**config.mk**
```make
export PLATFORM = sky130hd
export DESIGN_NAME = encoder_speed_moving_average_unit
export DESIGN_NICKNAME = d
export VERILOG_FILES = /design/src/rtl/core/esma_pkg.sv /design/src/rtl/core/encoder_speed_moving_average_unit.sv
export VERILOG_INCLUDE_DIRS = /design/src /design/src/rtl/core
export SDC_FILE = /design/constraint.sdc
export NUM_CORES = 1
export LEC_CHECK = 0
export BUFFER_PORTS_ARGS = -buffer_cell sky130_fd_sc_hd__buf_2
export CORE_AREA = 3 3 262 264
export DETAILED_ROUTE_END_ITERATION = 8
export DIE_AREA = 0 0 265 267
export PLACE_DENSITY = 0.65
export SYNTH_ARGS = -nofsm -noshare
export SYNTH_HDL_FRONTEND = slang
export SYNTH_SLANG_ARGS = --single-unit
```
**constraint.sdc**
```tcl
create_clock -name clock -period 6.59 [get_ports clock]
set_input_delay 0 -clock clock [delete_from_list [all_inputs] [get_ports clock]]
set_output_delay 0 -clock clock [all_outputs]
set_load 0.02 [all_outputs]
```
**src/rtl/core/encoder_speed_moving_average_unit_defines.svh**
```systemverilog
// Assertion macros shared by the tachometer RTL.
`ifndef ENCODER_SPEED_MOVING_AVERAGE_UNIT_DEFINES_SVH
`define ENCODER_SPEED_MOVING_AVERAGE_UNIT_DEFINES_SVH

// The consequent must hold in the same cycle as the antecedent.
`define ESMA_ASSERT_NOW(lbl, ante, cons, msg) \
   lbl: assert property (@(posedge clock) disable iff (reset) (ante) |-> (cons)) \
      else $error(msg);

// The consequent must hold in the cycle after the antecedent.
`define ESMA_ASSERT_NEXT(lbl, ante, cons, msg) \
   lbl: assert property (@(posedge clock) disable iff (reset) (ante) |=> (cons)) \
      else $error(msg);

`endif

```
**src/rtl/core/esma_pkg.sv**
```systemverilog
package esma_pkg;

   localparam int HISTORY_DEPTH = 8;

   localparam int TALLY_W  = 16;
   localparam int WINDOW_W = 24;
   localparam int SCALE_W  = 24;
   localparam int SPEED_W  = 40;

   localparam int SLOT_W  = (HISTORY_DEPTH > 1) ? $clog2(HISTORY_DEPTH) : 1;
   localparam int CNT_W   = $clog2(HISTORY_DEPTH + 1);
   localparam int TOTAL_W = SPEED_W + $clog2(HISTORY_DEPTH);
   localparam int STEP_W  = $clog2(TOTAL_W + 1);

   localparam int CSR_INDEX_W = 2;
   localparam int CSR_DATA_W  = 24;

   localparam logic [CSR_INDEX_W-1:0] REG_DEBOUNCE = 2'd0;
   localparam logic [CSR_INDEX_W-1:0] REG_WINDOW   = 2'd1;
   localparam logic [CSR_INDEX_W-1:0] REG_SCALE    = 2'd2;

   localparam logic OP_TICK  = 1'b0;
   localparam logic OP_CLEAR = 1'b1;

   localparam logic [TALLY_W-1:0]  DEBOUNCE_RESET = 16'd1000;
   localparam logic [WINDOW_W-1:0] WINDOW_RESET   = 24'd100000;
   localparam logic [SCALE_W-1:0]  SCALE_RESET    = 24'd153600;

endpackage

```
**src/rtl/core/encoder_speed_moving_average_unit.sv**
```systemverilog
// A tick that does not close a window is absorbed in the cycle it is accepted.
// A window-closing tick runs a bit-serial multiply with the ring update on its last
// step, then a bit-serial division, then an output load that waits while an earlier
// result still holds the output register.
// Throughput: one tick per cycle while idle; a window end blocks input until its result
// is loaded into the output register, longer while an earlier result still waits there.
// Reset is synchronous: control and configuration registers take their reset values and
// the speed history is empty at once (per-entry valid bits), so no clearing pass is needed.
`include "encoder_speed_moving_average_unit_defines.svh"

module encoder_speed_moving_average_unit
   import esma_pkg::*;
(
   input  logic                   clock,
   input  logic                   reset,

   input  logic                   req_tvalid,
   output logic                   req_tready,
   input  logic [7:0]             req_tdata,   // [0] pulse_edge, rest zero
   input  logic                   req_tuser,   // [0] operation

   output logic                   rsp_tvalid,
   input  logic                   rsp_tready,
   output logic [79:0]            rsp_tdata,   // [39:0] window_speed, [79:40] average_speed

   input  logic                   csr_valid,
   output logic                   csr_ready,
   input  logic [CSR_INDEX_W-1:0] csr_index,
   input  logic [CSR_DATA_W-1:0]  csr_data
);

   typedef enum logic [1:0] {
      S_IDLE,
      S_MUL,
      S_DIV,
      S_OUT
   } state_type;

   state_type state_ff, state_in;

   logic [TALLY_W-1:0]  debounce_ff, debounce_in;
   logic [WINDOW_W-1:0] window_ff, window_in;
   logic [SCALE_W-1:0]  scale_ff, scale_in;

   logic [TALLY_W-1:0]  tally_ff, tally_in;
   logic [TALLY_W-1:0]  since_ff, since_in;
   logic [WINDOW_W-1:0] elapsed_ff, elapsed_in;

   logic [SPEED_W-1:0]       ring_ff [HISTORY_DEPTH];
   logic [HISTORY_DEPTH-1:0] valid_ff, valid_in;
   logic [SLOT_W-1:0]        slot_ff, slot_in;
   logic                     full_ff, full_in;
   logic [TOTAL_W-1:0]       total_ff, total_in;

   logic [TALLY_W-1:0] mul_a_ff, mul_a_in;
   logic [SPEED_W-1:0] acc_ff, acc_in;
   logic [TOTAL_W-1:0] div_sh_ff, div_sh_in;
   logic [CNT_W-1:0]   rem_ff, rem_in;
   logic [CNT_W-1:0]   divisor_ff, divisor_in;
   logic [STEP_W-1:0]  step_ff, step_in;

   logic        rsp_valid_ff, rsp_valid_in;
   logic [79:0] rsp_data_ff, rsp_data_in;

   logic                req_xfer;
   logic                ring_write;
   logic [TALLY_W-1:0]  since_inc;
   logic                edge_counts;
   logic [TALLY_W-1:0]  tally_next;
   logic                window_end;
   logic [SPEED_W-1:0]  old_entry;
   logic [SLOT_W-1:0]   slot_next;
   logic                full_next;
   logic [CNT_W:0]      rem_shift;
   logic                rem_ge;
   logic                out_free;

   assign req_tready = (state_ff == S_IDLE);
   assign req_xfer   = req_tvalid && req_tready;
   assign csr_ready  = 1'b1;
   assign rsp_tvalid = rsp_valid_ff;
   assign rsp_tdata  = rsp_data_ff;
   assign out_free   = !rsp_valid_ff || rsp_tready;

   // Tick arithmetic.
   assign since_inc   = (since_ff == '1) ? since_ff : since_ff + 1'b1;
   assign edge_counts = req_tdata[0] && ((since_inc == '1) || (since_inc > debounce_ff));
   assign tally_next  = (edge_counts && (tally_ff != '1)) ? tally_ff + 1'b1 : tally_ff;
   assign window_end  = ({1'b0, elapsed_ff} + 1'b1) >= {1'b0, window_ff};

   // Ring update, done on the last multiply step.
   assign old_entry = valid_ff[slot_ff] ? ring_ff[slot_ff] : '0;
   assign slot_next = (slot_ff == SLOT_W'(HISTORY_DEPTH - 1)) ? '0 : slot_ff + 1'b1;
   assign full_next = full_ff || (slot_ff == SLOT_W'(HISTORY_DEPTH - 1));

   // One restoring division step per cycle.
   assign rem_shift = {rem_ff, div_sh_ff[TOTAL_W-1]};
   assign rem_ge    = rem_shift >= {1'b0, divisor_ff};

   always_comb begin
      state_in     = state_ff;
      debounce_in  = debounce_ff;
      window_in    = window_ff;
      scale_in     = scale_ff;
      tally_in     = tally_ff;
      since_in     = since_ff;
      elapsed_in   = elapsed_ff;
      valid_in     = valid_ff;
      slot_in      = slot_ff;
      full_in      = full_ff;
      total_in     = total_ff;
      mul_a_in     = mul_a_ff;
      acc_in       = acc_ff;
      div_sh_in    = div_sh_ff;
      rem_in       = rem_ff;
      divisor_in   = divisor_ff;
      step_in      = step_ff;
      rsp_valid_in = rsp_valid_ff && !rsp_tready;
      rsp_data_in  = rsp_data_ff;
      ring_write   = 1'b0;

      if (csr_valid) begin
         unique case (csr_index)
            REG_DEBOUNCE: debounce_in = csr_data[TALLY_W-1:0];
            REG_WINDOW:   window_in   = csr_data[WINDOW_W-1:0];
            REG_SCALE:    scale_in    = csr_data[SCALE_W-1:0];
            default:      ;
         endcase
      end

      unique case (state_ff)
         S_IDLE: begin
            if (req_xfer) begin
               if (req_tuser == OP_CLEAR) begin
                  valid_in = '0;
                  slot_in  = '0;
                  full_in  = 1'b0;
                  total_in = '0;
               end else begin
                  since_in = edge_counts ? '0 : since_inc;
                  if (window_end) begin
                     elapsed_in = '0;
                     tally_in   = '0;
                     mul_a_in   = tally_next;
                     acc_in     = '0;
                     step_in    = STEP_W'(TALLY_W - 1);
                     state_in   = S_MUL;
                  end else begin
                     tally_in   = tally_next;
                     elapsed_in = elapsed_ff + 1'b1;
                  end
               end
            end
         end
         S_MUL: begin
            // Multiplier bits are taken most significant first.
            acc_in   = {acc_ff[SPEED_W-2:0], 1'b0}
                       + (mul_a_ff[TALLY_W-1] ? SPEED_W'(scale_ff) : '0);
            mul_a_in = {mul_a_ff[TALLY_W-2:0], 1'b0};
            step_in  = step_ff - 1'b1;
            if (step_ff == '0) begin
               ring_write = 1'b1;
               total_in   = total_ff - TOTAL_W'(old_entry) + TOTAL_W'(acc_in);
               valid_in[slot_ff] = 1'b1;
               slot_in    = slot_next;
               full_in    = full_next;
               divisor_in = full_next ? CNT_W'(HISTORY_DEPTH) : CNT_W'(slot_next);
               div_sh_in  = total_in;
               rem_in     = '0;
               step_in    = STEP_W'(TOTAL_W - 1);
               state_in   = S_DIV;
            end
         end
         S_DIV: begin
            rem_in    = rem_ge ? CNT_W'(rem_shift - {1'b0, divisor_ff}) : CNT_W'(rem_shift);
            div_sh_in = {div_sh_ff[TOTAL_W-2:0], rem_ge};
            step_in   = step_ff - 1'b1;
            if (step_ff == '0) begin
               state_in = S_OUT;
            end
         end
         S_OUT: begin
            if (out_free) begin
               rsp_valid_in = 1'b1;
               rsp_data_in  = {div_sh_ff[SPEED_W-1:0], acc_ff};
               state_in     = S_IDLE;
            end
         end
         default: state_in = S_IDLE;
      endcase
   end

   always_ff @(posedge clock) begin
      if (reset) begin
         state_ff     <= S_IDLE;
         debounce_ff  <= DEBOUNCE_RESET;
         window_ff    <= WINDOW_RESET;
         scale_ff     <= SCALE_RESET;
         tally_ff     <= '0;
         since_ff     <= '1;
         elapsed_ff   <= '0;
         valid_ff     <= '0;
         slot_ff      <= '0;
         full_ff      <= 1'b0;
         total_ff     <= '0;
         step_ff      <= '0;
         rsp_valid_ff <= 1'b0;
      end else begin
         state_ff     <= state_in;
         debounce_ff  <= debounce_in;
         window_ff    <= window_in;
         scale_ff     <= scale_in;
         tally_ff     <= tally_in;
         since_ff     <= since_in;
         elapsed_ff   <= elapsed_in;
         valid_ff     <= valid_in;
         slot_ff      <= slot_in;
         full_ff      <= full_in;
         total_ff     <= total_in;
         step_ff      <= step_in;
         rsp_valid_ff <= rsp_valid_in;
      end
      mul_a_ff    <= mul_a_in;
      acc_ff      <= acc_in;
      div_sh_ff   <= div_sh_in;
      rem_ff      <= rem_in;
      divisor_ff  <= divisor_in;
      rsp_data_ff <= rsp_data_in;
      if (ring_write) begin
         ring_ff[slot_ff] <= acc_in;
      end
   end

   // The number of live entries always matches the write pointer and wrap flag.
   `ESMA_ASSERT_NOW(a_fill_count, 1'b1,
      $countones(valid_ff) == (full_ff ? HISTORY_DEPTH : int'(slot_ff)),
      "ring valid bits disagree with slot pointer")
   // Division never runs with an empty or oversized divisor.
   `ESMA_ASSERT_NOW(a_divisor_range, state_ff == S_DIV,
      (divisor_ff != '0) && (divisor_ff <= CNT_W'(HISTORY_DEPTH)),
      "divisor out of range during division")
   // The partial remainder stays below the divisor between steps.
   `ESMA_ASSERT_NOW(a_rem_bound, state_ff == S_DIV, rem_ff < divisor_ff,
      "partial remainder not reduced")
   // A window result is loaded whenever the output register can take it, and the unit returns to idle.
   `ESMA_ASSERT_NEXT(a_out_load, (state_ff == S_OUT) && out_free,
      rsp_valid_ff && (state_ff == S_IDLE), "result not presented after division")

endmodule

```
==> out/qor.csv, run 1 <==
metric;value;unit
number of global-route vias before repair;22500;
overflow left after global routing;0;
final worst clock skew;0.0415;ns
total wire length after detailed routing;85900;um
Hold Path Class;in2reg;
source of the worst register-to-register timing path;mul_a_ff[15]$_DFFE_PP_;
Mapped Nets;3067;
IO Count;123;
die area;0.0708;mm2
per-instance average area after synthesis;11.6;um2
number of placement rows;95;
routed wl met2;40100;um
crit-path max FO;7;
Post-synth EDFFs;467;
wire length of the first global-routing pass;131000;um
number of max-capacitance violations reported;0;
post-synthesis sequential element count;694;
Fin. Hold Viols;0;
number of sinks on the clock net;694;
detailed placement HPWL;56700;um
buffers inserted by post-CTS timing repair;0;
average detailed-routed wire length per instance;21.9;um
initial cell density of the core;0.496;
IO buf count;114;
Data required, critical path;7.03;ns
met3 WL post-DR;5190;um
Post-route DRC;0;
worst setup path startpoint;mul_a_ff[15]$_DFFE_PP_;
ratio of routed vias to standard cells;5.84;
FFs w/ async S/R, synth;0;
DRT antenna net count;0;
final setup violation count;0;
number of cells in the design after placement;3760;
clock period minus worst slack;6.26;ns
sequential area share after synthesis;0.561;
maximum vdd drop;0.415;mV
Slew headroom;0.177;
core region area;0.0668;mm2
reg2reg path depth;25;
vias after detailed routing;22900;
highest metal layer with signal wires;met4;
upper clock frequency limit;160;MHz
number of iterations in the first detailed-routing pass;5;
cells after synthesis;2864;
number of antenna violations at the first check in global routing;2;
instance count along the most critical hold path;4;
result of the run;complete, no violations;
Die X-Extent;265;um
element type at the critical path start;flip-flop;
RSZ-0062 raised after global routing;no;
total number of yosys warnings;0;
type of destination of the critical path;flip-flop;
CTS tree;done;
DRC marker count from the first detailed-route iteration;1882;
GRT Overall Usage;0.242;
Clock Tree Root;sky130_fd_sc_hd__clkbuf_16;
Synth Cell Area;0.0331;mm2
antenna fix cells;0;
Least-Margin Pin Slew;1.23;ns
wire length on met1;37900;um
Hold Path Origin;req_tvalid;
share of the clock period used by the worst path;0.949;
Die Span Y;267;um
placer's final routability congestion estimate;0.899;
number of buffers on the longest clock path;3;
filler cell count in the final layout;5550;
layout cells sized above 1;0.131;
arrival time at the worst endpoint;6.70;ns
total number of nets in the final design;3198;
number of library cell types mapped by synthesis;80;
maximum number of pins on one net before global-route repair;101;
post-layout instance count excluding filler cells;3927;
register area;0.0186;mm2
aggregate negative setup slack;0;ns
total power divided by cell area;544;mW/mm2
leakage power total;0.0136;uW
Slew Viols, Final;0;
footprint of the multi-input gates;0.0134;mm2
clock latency of the later-clocked register in the worst-skew pair;0.64;ns
minimum hold slack;0.0767;ns
number of clock buffers inserted by TritonCTS;73;
register clock-pin slew on the reported worst setup and hold paths;0.07;ns
number of levels the H-tree was split into;3;
classification of the worst setup path;reg2reg;
Top FF cell, synth;sky130_fd_sc_hd__edfxtp_1;
signed area change from the synthesized netlist to the final layout;13.3;%
-- routing by layer --
metal / track usage / up-vias
met5: 0 / -
met1: 0.337 / 11400
met3: 0.0312 / 166
met4: 0.0896 / 0
met2: 0.391 / 735
li1: - / 10600
-- worst paths after layout --
path	to	slack [ns]
worst min register to register	rsp_tdata[52]$_DFFE_PP_	0.43
worst max register to register	div_sh_ff[42]$_DFFE_PP_	0.33
worst min-delay path	valid_ff[7]$_SDFFE_PP0P_	0.08
worst max-delay path	div_sh_ff[42]$_DFFE_PP_	0.33
-- layout make-up --
class,count,area share
inverter,201,0.0201
sequential,694,0.495
timing repair buffer,191,0.0332
multi-input combinational,1834,0.356
tap,873,0.0291
clock buffer,103,0.0547
clock inverter,31,0.0115
-- registers in the layout (all words and copies together), names as in the netlist, 24 cells and up, named ones only --
name and count:
ring_ff 320, rsp_tdata 80, div_sh_ff 43, total_ff 43, acc_ff 40, elapsed_ff 24, scale_ff 24, window_ff 24
-- cells in the mapped netlist, types with 24 or more instances --
| library cell | instances | share of area |
|---|---|---|
| sky130_fd_sc_hd__a21o_1 | 43 | 0.0098 |
| sky130_fd_sc_hd__a21oi_1 | 213 | 0.032 |
| sky130_fd_sc_hd__a31oi_1 | 24 | 0.0045 |
| sky130_fd_sc_hd__and2_1 | 28 | 0.0053 |
| sky130_fd_sc_hd__and3_1 | 27 | 0.0051 |
| sky130_fd_sc_hd__clkbuf_1 | 109 | 0.012 |
| sky130_fd_sc_hd__dfxtp_1 | 227 | 0.14 |
| sky130_fd_sc_hd__edfxtp_1 | 467 | 0.42 |
| sky130_fd_sc_hd__fa_1 | 42 | 0.025 |
| sky130_fd_sc_hd__ha_1 | 121 | 0.046 |
| sky130_fd_sc_hd__inv_1 | 201 | 0.023 |
| sky130_fd_sc_hd__mux2i_1 | 50 | 0.015 |
| sky130_fd_sc_hd__mux4_2 | 82 | 0.056 |
| sky130_fd_sc_hd__nand2_1 | 354 | 0.040 |
| sky130_fd_sc_hd__nand3_1 | 63 | 0.0095 |
| sky130_fd_sc_hd__nand4_1 | 40 | 0.0076 |
| sky130_fd_sc_hd__nor2_1 | 152 | 0.017 |
| sky130_fd_sc_hd__nor3_1 | 30 | 0.0045 |
| sky130_fd_sc_hd__o21ai_0 | 165 | 0.025 |
| sky130_fd_sc_hd__or3_1 | 30 | 0.0057 |
| sky130_fd_sc_hd__xnor2_1 | 59 | 0.016 |
| sky130_fd_sc_hd__xor2_1 | 62 | 0.016 |
-- logic make-up (layout without fill, tap and decap cells) --
kind of cell | count (synthesis) | after routing | share of synthesized area
flip-flops | 694 | 694 | 0.561
buffers and inverters | 336 | 526 | 0.0392
AO/OA/AOI/OAI | 601 | 601 | 0.110
adder cells (fa/ha/maj) | 163 | 163 | 0.0711
other | 1 | 1 | 0.000113
XOR/XNOR | 121 | 121 | 0.0320
multiplexers | 137 | 137 | 0.0726
AND/OR/NAND/NOR | 811 | 811 | 0.114
-- what timing repair did --
action | CTS | global route
endpoints found under the hold margin | 105 | 0
resized for setup | 0 | 3
endpoints found under the setup margin | 0 | 5
hold buffers | 33 | 0
-- worst max-delay path, stage by stage, from the launching register on --
cell,delay [ns]
sky130_fd_sc_hd__edfxtp_1,0.37
sky130_fd_sc_hd__and2_1,0.14
sky130_fd_sc_hd__ha_1,0.17
sky130_fd_sc_hd__inv_1,0.06
sky130_fd_sc_hd__fa_1,0.40
sky130_fd_sc_hd__nor2b_1,0.13
sky130_fd_sc_hd__o21a_1,0.15
sky130_fd_sc_hd__o21ai_0,0.13
sky130_fd_sc_hd__a2111oi_0,0.56
sky130_fd_sc_hd__or3_1,0.33
sky130_fd_sc_hd__a31oi_2,0.15
sky130_fd_sc_hd__o21bai_1,0.19
sky130_fd_sc_hd__mux2i_1,0.25
sky130_fd_sc_hd__nor2_1,0.11
sky130_fd_sc_hd__fa_1,0.52
sky130_fd_sc_hd__inv_1,0.05
sky130_fd_sc_hd__ha_1,0.42
sky130_fd_sc_hd__nand2_1,0.12
sky130_fd_sc_hd__o21a_1,0.21
sky130_fd_sc_hd__o21a_1,0.11
sky130_fd_sc_hd__a41oi_1,0.29
sky130_fd_sc_hd__nand3_1,0.17
sky130_fd_sc_hd__a311oi_1,0.40
sky130_fd_sc_hd__o21ai_0,0.23
sky130_fd_sc_hd__and3_1,0.22
sky130_fd_sc_hd__o31ai_1,0.20
-- per-stage QoR --
step / total power, uW / setup WS (ns) / cell area [um2] / utilization
5_1_grt: 21700 / 0.0363 / 37500 / 0.562
4_1_cts: 20300 / 0.230 / 37500 / 0.561
2_1_floorplan: 13200 / 0.800 / 33100 / -
6_report: 20400 / 0.335 / 37500 / 0.562
3_5_place_dp: 16000 / 0.272 / 34700 / 0.519
3_3_place_gp: 15900 / 0.389 / 34700 / 0.519
-- cell usage in the layout (no fill, tap or decap), types with 14 or more instances in the layout --
master,instances
sky130_fd_sc_hd__edfxtp_1,467
sky130_fd_sc_hd__nand2_1,354
sky130_fd_sc_hd__dfxtp_1,224
sky130_fd_sc_hd__a21oi_1,213
sky130_fd_sc_hd__inv_1,201
sky130_fd_sc_hd__o21ai_0,163
sky130_fd_sc_hd__nor2_1,147
sky130_fd_sc_hd__ha_1,119
sky130_fd_sc_hd__buf_2,113
sky130_fd_sc_hd__mux4_2,82
sky130_fd_sc_hd__clkbuf_16,74
sky130_fd_sc_hd__nand3_1,63
sky130_fd_sc_hd__xor2_1,62
sky130_fd_sc_hd__xnor2_1,59
sky130_fd_sc_hd__mux2i_1,49
sky130_fd_sc_hd__buf_4,44
sky130_fd_sc_hd__a21o_1,43
sky130_fd_sc_hd__fa_1,42
sky130_fd_sc_hd__nand4_1,40
sky130_fd_sc_hd__dlygate4sd3_1,33
sky130_fd_sc_hd__or3_1,30
sky130_fd_sc_hd__and2_1,28
sky130_fd_sc_hd__and3_1,27
sky130_fd_sc_hd__nor3_1,26
sky130_fd_sc_hd__a31oi_1,23
sky130_fd_sc_hd__o211ai_1,20
sky130_fd_sc_hd__clkbuf_1,20
sky130_fd_sc_hd__o21bai_1,16
sky130_fd_sc_hd__o21a_1,15
sky130_fd_sc_hd__nand2b_1,15
sky130_fd_sc_hd__nor2b_1,14
-- power breakdown --
part	leakage, uW	switching (uW)	internal [uW]
Combinational	0.00648	6460	3700
Sequential	0.00596	322	5730
Clock	0.00120	1780	2420
No activity file was read; power rests on OpenSTA's default activity.
==> run 2, diff against run 1 <==
Settings changed: RECOVER_POWER set to 25.
==> run 2 against run 1 <==
- the run now ends with capacitance limit, slew limit left
- routed wire length rose by 0.20%
- global-route usage did not move
- critical path type unchanged
- combinational power barely moved
- design area fell by 0.42%
- non-clock buffer count did not move
- total power barely moved
- first-iteration DRC count rose by 0.53%
- highest routed layer unchanged
- worst setup slack improved by 0.030 ns
- critical endpoint unchanged
==> out/qor.csv, run 2 (same netlist as run 1, synthesis figures left out) <==
metric;value;unit
sequential cell fraction of total power;0.297;
DRT antenna net count;0;
aggregate negative setup slack;0;ns
Hold Path Class;in2reg;
total number of nets in the final design;3198;
combinational cell fraction of total power;0.497;
RSZ-0062 raised after global routing;no;
arrival time at the worst endpoint;6.67;ns
number of iterations in the first detailed-routing pass;5;
net switching component of the power;8560;uW
number of levels the H-tree was split into;3;
classification of the worst setup path;reg2reg;
number of max-capacitance violations reported;8;
signed area change from the synthesized netlist to the final layout;12.8;%
leakage power total;0.0134;uW
Slew Viols, Final;354;
number of global-route vias before repair;22500;
Least-Margin Pin Slew;4.72;ns
average detailed-routed wire length per instance;21.9;um
minimum hold slack;0.0857;ns
number of buffers on the longest clock path;3;
DRC marker count from the first detailed-route iteration;1892;
instance count along the most critical hold path;4;
number of sinks on the clock net;694;
fraction of power consumed by the clock network;0.206;
register-to-register path setup slack;0.36;ns
type of destination of the critical path;flip-flop;
Clock Tree Root;sky130_fd_sc_hd__clkbuf_16;
internal power;11800;uW
post-route total power;20400;uW
result of the run;complete, but fails checks;
Post-route DRC;0;
Largest Register;ring_ff;
overflow left after global routing;0;
element type at the critical path start;flip-flop;
IO Count;123;
die area;0.0708;mm2
placer's final routability congestion estimate;0.899;
Data required, critical path;7.03;ns
CTS tree;done;
violated checks;capacitance limit, slew limit;
total power divided by cell area;546;mW/mm2
clock period minus worst slack;6.23;ns
Slew headroom;-2.15;
ratio of routed vias to standard cells;5.83;
register clock-pin slew on the reported worst setup and hold paths;0.06;ns
upper clock frequency limit;161;MHz
Fin. Hold Viols;0;
most common library cell in the layout ignoring fill and taps;sky130_fd_sc_hd__edfxtp_1;
IO buf count;114;
final worst clock skew;0.0416;ns
share of the clock period used by the worst path;0.945;
buffers inserted by post-CTS timing repair;0;
GRT Overall Usage;0.242;
Util after Layout;0.559;
maximum vdd drop;0.422;mV
largest stage delay on the critical path;0.53;ns
clock latency of the later-clocked register in the worst-skew pair;0.64;ns
number of placement rows;95;
top library cells by usage in the layout, fill and taps aside;467 x sky130_fd_sc_hd__edfxtp_1, 354 x sky130_fd_sc_hd__nand2_1, 224 x sky130_fd_sc_hd__dfxtp_1, 213 x sky130_fd_sc_hd__a21oi_1, 201 x sky130_fd_sc_hd__inv_1;
wire length of the first global-routing pass;131000;um
final setup slack of the worst path;0.364;ns
reg2reg path depth;25;
core region area;0.0668;mm2
Die Span Y;267;um
layout cells sized above 1;0.100;
final setup violation count;0;
antenna fix cells;0;
number of antenna violations at the first check in global routing;2;
detailed placement HPWL;56700;um
cell repeated most along the worst path;sky130_fd_sc_hd__o21a_1;
total wire length after detailed routing;86100;um
crit-path max FO;7;
vias after detailed routing;22900;
number of flip-flops under the largest register name;320;
initial cell density of the core;0.496;
switching part of the total;0.419;
Slowest cell on crit path;sky130_fd_sc_hd__a2111oi_0;
placement-stage worst setup slack;0.272;ns
maximum number of pins on one net before global-route repair;101;
number of clock buffers inserted by TritonCTS;73;
Die X-Extent;265;um
run 2: final cells by class:
| cell class | instances | area [um2] |
|---|---|---|
| Multi-Input combinational cell | 1834 | 13300 |
| Timing Repair Buffer | 191 | 1110 |
| Fill cell | 5594 | 29400 |
| Tap cell | 873 | 1090 |
| Clock inverter | 31 | 433 |
| Inverter | 201 | 754 |
| Clock buffer | 103 | 2050 |
| Sequential cell | 694 | 18600 |
run 2: worst max-delay path, delay by kind of cell (launching register included):
family,cells,cell delay (ns)
AOI/OAI and AO/OA,11,2.60
adders and majority gates,4,1.51
and+or+nand+nor,7,1.22
muxes,1,0.25
DFF,1,0.37
buffers and inverters,2,0.11
run 2: power by group through the flow:
stage | logic [uW] | registers [uW] | clock network [uW]
finish | 10100 | 6060 | 4200
global route | 11200 | 6100 | 4460
CTS | 9990 | 6060 | 4280
detailed placement | 9910 | 6140 | 0
global placement | 9770 | 6130 | 0
floorplan | 7220 | 5970 | 0
run 2: metrics by stage:
stage / cells / cell area (um2)
6_report: 3927 / 37400
5_1_grt: 3927 / 37400
4_1_cts: 3927 / 37500
3_5_place_dp: 3760 / 34700
3_3_place_gp: 3760 / 34700
2_1_floorplan: 2864 / 33100
run 2: what timing repair did:
| item | 4_1_cts | 5_1_grt |
|---|---|---|
| endpoints found under the setup margin | 0 | 5 |
| resized for setup | 0 | 3 |
| hold buffers | 33 | 0 |
| hold endpoints to repair | 105 | 0 |
run 2: worst paths after layout:
kind | startpoint | endpoint
worst max-delay path | mul_a_ff[15]$_DFFE_PP_ | div_sh_ff[42]$_DFFE_PP_
worst min-delay path | req_tvalid | valid_ff[7]$_SDFFE_PP0P_
worst max register to register | mul_a_ff[15]$_DFFE_PP_ | div_sh_ff[42]$_DFFE_PP_
worst min register to register | div_sh_ff[12]$_DFFE_PP_ | rsp_tdata[52]$_DFFE_PP_
run 2: metal layers:
| metal | vias up | share of wire | wire (um) | track usage |
|---|---|---|---|---|
| li1 | 10600 | - | - | - |
| met1 | 11300 | 0.44 | 38000 | 0.337 |
| met2 | 758 | 0.47 | 40100 | 0.391 |
| met3 | 175 | 0.058 | 4980 | 0.0312 |
| met4 | 0 | 0.034 | 2970 | 0.0896 |
| met5 | - | 0 | 0 | 0 |
